===== src/rtl/mwq_pkg.sv =====
package mwq_pkg;

	// Request codes.
	localparam logic [3:0] REQ_INSERT   = 4'd0;
	localparam logic [3:0] REQ_REINSERT = 4'd1;
	localparam logic [3:0] REQ_POP      = 4'd2;
	localparam logic [3:0] REQ_REMOVE   = 4'd3;
	localparam logic [3:0] REQ_CLEAR    = 4'd4;
	localparam logic [3:0] REQ_ZERO_CNT = 4'd5;
	localparam logic [3:0] REQ_INC_CNT  = 4'd6;
	localparam logic [3:0] REQ_WR_WGT   = 4'd7;
	localparam logic [3:0] REQ_WR_PAR   = 4'd8;

	// Status codes.
	localparam logic [1:0] ST_OK    = 2'd0;
	localparam logic [1:0] ST_EMPTY = 2'd1;
	localparam logic [1:0] ST_FULL  = 2'd2;

	// Inserted counts saturate here.
	localparam logic [6:0] INS_CNT_MAX = 7'h7F;

	typedef struct packed {
		logic [3:0]  req_type;
		logic [5:0]  vertex;
		logic [5:0]  depth;
		logic [2:0]  slot;
		logic [30:0] weight;
		logic [6:0]  parent_count;
		logic [6:0]  vertex_count;
	} req_t;

	typedef struct packed {
		logic [5:0] popped_vertex;
		logic [1:0] status;
		logic [6:0] queue_count;
	} rsp_t;

	// Control from the scan sequencer to the minimum tracker.
	typedef struct packed {
		logic clear;
		logic take;
		logic first;
		logic elig;
	} scan_ctl_t;

endpackage


===== src/rtl/mwq_min_track.sv =====
module mwq_min_track #(
	parameter int PW = 6
) (
	input  logic                clk,
	input  logic                arst_n,
	input  mwq_pkg::scan_ctl_t  ctl,
	input  logic [PW-1:0]       pos,
	input  logic [5:0]          vtx,
	input  logic [30:0]         wgt,
	output logic [PW-1:0]       best_pos,
	output logic [5:0]          best_vtx
);
	import mwq_pkg::*;

	logic        found_q;
	logic [30:0] best_wgt_q;
	logic [PW-1:0] best_pos_q;
	logic [5:0]  best_vtx_q;
	logic        better;

	// Strict less-than keeps the first position among equal weights.
	assign better = ctl.take && ctl.elig && (!found_q || (wgt < best_wgt_q));

	always_ff @(posedge clk or negedge arst_n) begin
		if (!arst_n) begin
			found_q <= 1'b0;
		end else if (ctl.clear) begin
			found_q <= 1'b0;
		end else if (better) begin
			found_q <= 1'b1;
		end
	end

	always_ff @(posedge clk) begin
		if (better || (ctl.take && ctl.first && !found_q)) begin
			best_pos_q <= pos;
			best_vtx_q <= vtx;
		end
		if (better) begin
			best_wgt_q <= wgt;
		end
	end

	assign best_pos = best_pos_q;
	assign best_vtx = best_vtx_q;

endmodule


===== config.mk =====
export PLATFORM = sky130hd
export DESIGN_NAME = mwq_min_track
export DESIGN_NICKNAME = d
export VERILOG_FILES = /design/src/rtl/mwq_pkg.sv /design/src/rtl/mwq_min_track.sv
export SDC_FILE = /design/constraint.sdc
export NUM_CORES = 1
export LEC_CHECK = 0
export BUFFER_PORTS_ARGS = -buffer_cell sky130_fd_sc_hd__buf_4
export CORE_ASPECT_RATIO = 0.5
export CORE_MARGIN = 5
export CORE_UTILIZATION = 28
export DETAILED_ROUTE_END_ITERATION = 10
export PLACE_DENSITY_LB_ADDON = 0.1
export SETUP_SLACK_MARGIN = 0.15
export SLEW_MARGIN = 5
export SYNTH_ARGS = -nofsm -noshare
export SYNTH_HDL_FRONTEND = slang
export SYNTH_SLANG_ARGS = --single-unit

===== constraint.sdc =====
create_clock -name clk -period 7.1 [get_ports clk]
set_input_delay 0.71 -clock clk [delete_from_list [all_inputs] [get_ports clk]]
set_output_delay 0.71 -clock clk [all_outputs]
set_load 0.02 [all_outputs]

After elaboration in Yosys (flattened, before gate mapping):

Index checks and enable logic that the tools add are counted.

* flip-flop bits (word level): 44
* bits in latches: 0
* RAM bits: 0
* memory bits (read-only): 0
* output and inout port bits: 12
* memories: 0

* $add $sub $neg: 0
* $mul: 0
* div/mod/pow operators: 0
* magnitude comparators: 1
* equality and inequality tests: 0
* shift-type cells: 0
* muxes and demuxes: 2
* bitwise operators: 0
* reduce and logical (&&, ||, !) cells: 8

Operators with widths (count)
* $lt 31x31->1: 1
* $logic_and 1x1->1: 4
* $logic_or 1x1->1: 2
* $mux 1: 2
* $reduce_bool 2->1: 1
* $logic_not 1->1: 1

Logic depth before layout (Yosys ltp):

* word-level depth: 5
* depth in mapped cells: 7
* depth with buffers taken out: 7

Worst setup path after synthesis:

No wires, ideal clock.

* path kind: in2reg
* start: input wgt[24]
* end: register best_wgt_q[0] (enable)
* library setup time: 0.476 ns
* data arrival time: 4.045 ns
* slack: 2.579 ns
* stages: 6
* path through: ha_1 a21o_1 a221o_1 nand2_1 nand4_1 a311oi_1

* word-level cells in the longest chain between the ends: 3

Ends and longest elaborated chain
* start, declared: RTL line mwq_min_track.sv:9 `input logic [30:0] wgt,`
* $lt 31x31->1: RTL line mwq_min_track.sv:22 `assign better = ctl.take && ctl.elig && (!found_q || (wgt < best_wgt_q));`
* $logic_or 1x1->1: RTL line mwq_min_track.sv:22
* $logic_and 1x1->1: RTL line mwq_min_track.sv:22
* named net better: RTL line mwq_min_track.sv:19 `logic better;`
* end signal, assigned: RTL line mwq_min_track.sv:40 `best_wgt_q <= wgt;`
* end, declared: RTL line mwq_min_track.sv:16 `logic [30:0] best_wgt_q;`

The timed path passes the listed nets, and every way through them passes these cells.
A chain may end at the register's enable or synchronous reset.

Worst setup path in the final report:

* start: input wgt[24]
* end: register best_wgt_q[23] (enable)

Same word-level chain as after synthesis.

==> metrics.txt <==
status finished, final reports clean; top post-synthesis cells by area edfxtp_1 61%, ha_1 18%, inv_1 5.5%; total setup buffers inserted after CTS 0; combinational power share 13.1%; H-tree levels 2; sequential share of power between 50% and 60%; CP max-delay cell a311oi_4; number of synthesized flops with an enable pin 43; ANT cells 0; CP cell instances buf_4 -> ha_1 -> a21o_1 -> a221o_1 -> nand2_1 -> nand4_1 -> a311oi_4 -> buf_4; core area ~7400 sq um; Worst-path clk slew around 0.060 ns; Chip Height 71.69 um; Startpoint Class input port; crit path time final between 2 and 3 ns; crit share post-route approximately two fifths; routed vias 1382; Total GRT Usage 9.055%; count leader, synth edfxtp_1; dominant synthesized flop cell edfxtp_1; crit path capture type register; port buffer count 60; Synthesized Nets 240; area leader, netlist edfxtp_1; Leak 1.289 nW; IO Pins ~60; clk_lat worst skew about 0.28 ns; DR WL/cell 12.62 um; sequential-to-total area share from yosys stat 61.77%; vias per std cell ~4.3; synth unique cells 24; gpl congestion around 0.68; Final ANT Viol Nets 0; Mean Syn Cell Area 13.23 sq um; CTS Buf Count 5; Post-CTS Resized 0; initial antenna violation count 0; Total Neg Setup Slack 0 ns; clock root buffer clkbuf_16; Synth Warn # 0; Worst Clk Skew between 0.003 and 0.004 ns; CTS Hold Bufs 0; initial core utilization slightly below 30%; Die ar. 9561 sq um; clock group share of total power between 30 and 40%; row cnt 22; Rel. slew slack between 20% and 30%; r2r startpoint best_wgt_q[24]; Max Freq ~340 MHz; first-pass GRT wire length approximately 6700 um; CP Data Required Time 7.07 ns; final setup margin 4.122 ns; share of cells above drive strength 1 31.00%; Int Power ~0.47 mW; DPL Wire Length between 3000 and 4000 um; crit-path max cell delay roughly 0.70 ns; worst setup path class input port to register; Worst-Margin Slew between 1 and 1.5 ns; Sw Pwr between 0.1 and 0.15 mW; Slew Limit Fails 0; Post-Syn Area around 2100 sq um; Async S/R FF share, synth 2.273%; Max-cap violations 0; RSZ-0062 raised after global routing no; total gr overflow 0; synth cell count leaders 43 x edfxtp_1, 31 x inv_1, 30 x ha_1; FF+latch count, synth between 40 and 50; switching share of power between 20% and 30%; pwr dens 209.0 nW/um^2; r2r endpoint best_wgt_q[23]; Synth Instances between 150 and 200; final setup fails 0; Worst R2R Path Depth 8; Area growth, synth to finish 34.23%; layout net count slightly above 300; final hold vios 0; Pwr Total 0.5978 mW; flop2flop setup slack between 4 and 5 ns; DRT Pass-1 Iters 4; pin count of the biggest net entering global routing 19; Min-Delay Path Class input port to async pin; drt drc 0; drt total wl roughly 4000 um; worst-path maximum fanout 18; 1st-iter DRT viols 82; CTS Sinks 44; Bufs on Longest Clock Path 2; pre-CTS setup slack 3.764 ns; Final Util slightly below 40%; Worst IR Drop VDD roughly 110 uV; CTS tree yes; share of the synthesized area in the top cell type approximately three fifths; Arr. time, crit path 2.94 ns; Chip Width roughly 130 um; vias in the first global route around 1400; Top cell by count, worst path buf_4
[power groups by stage]
stage | clock network (mW) | registers (mW) | logic (mW)
final | 0.214 | 0.305 | 0.0782
after global routing | 0.240 | 0.306 | 0.0898
after CTS | 0.226 | 0.305 | 0.0805
after detailed placement | 0 | 0.311 | 0.0800
after global placement | 0 | 0.310 | 0.0789
after floorplan | 0 | 0.317 | 0.0314
[area by class of cell]
| cell class | count | area (sq um) |
|---|---|---|
| flip-flops and latches | 44 | 1316 |
| fillers | 737 | 4517 |
| repair buffers | 61 | 457.9 |
| multi-input cells | 86 | 715.7 |
| inverters | 31 | 116.4 |
| clock inverters | 1 | 5.005 |
| well taps | 96 | 120.1 |
| clock buffers | 6 | 128.9 |
[worst max path at each step]
| stage | from | slack, ns | to | cells past startpoint |
|---|---|---|---|---|
| floorplan | wgt[24] | 2.58 | best_wgt_q[0] | 6 |
| global route | wgt[10] | 3.91 | best_wgt_q[24] | 8 |
| global placement | wgt[16] | 3.81 | best_wgt_q[24] | 8 |
| finish | wgt[24] | 4.12 | best_wgt_q[23] | 8 |
| detailed placement | wgt[10] | 3.76 | best_wgt_q[18] | 8 |
| CTS | wgt[10] | 4.05 | best_wgt_q[18] | 8 |
[cell usage in the layout, fill, tap and decap left out, types with 2 or more instances in the layout]
master and n:
and2_1 2, ha_1 30, a21oi_1 13, o21ai_1 2, buf_4 61, nor2_1 5
o21ai_0 5, nand2_1 10, inv_1 31, and4_1 4, clkbuf_16 5, nand4_1 2
edfxtp_1 43, nor2b_1 2
[metal layers]
| layer | global-route usage, % | up-vias | share of wire, % |
|---|---|---|---|
| met5 | 0 | - | 0 |
| met3 | 3.927 | 4 | 7.0 |
| met4 | 3.079 | 0 | 1.2 |
| li1 | - | 717 | - |
| met1 | 10.94 | 621 | 48 |
| met2 | 14.66 | 40 | 44 |
[sequential cells by signal, summed over array words and instances, names as in the netlist]
name,cells
best_pos,6
found_q,1
best_vtx,6
best_wgt_q,31
[per-stage QoR]
step	hold WS [ns]	instances	instance area [sq um]
3_5_place_dp	0.4893	318	2726
6_report	0.1967	325	2860
5_1_grt	0.1859	325	2860
2_1_floorplan	0.4144	161	2131
4_1_cts	0.1875	325	2860
3_3_place_gp	0.4855	318	2726
[worst max-delay path: cells and delay by family]
family,cells,cell delay (ns)
AND/OR/NAND/NOR,2,0.25
buffers and inverters,2,0.51
adder cells (fa/ha/maj),1,0.30
AO/OA/AOI/OAI,3,1.17
[kinds of logic after synthesis]
family                   after synthesis  share of synthesized area [%]
flip-flops                            44                          61.77
AND/OR/NAND/NOR                       28                          7.046
AO/OA/AOI/OAI                         28                          8.104
buffers and inverters                 31                          5.461
adder cells (fa/ha/maj)               30                          17.62
No activity file was read; power rests on OpenSTA's default activity.
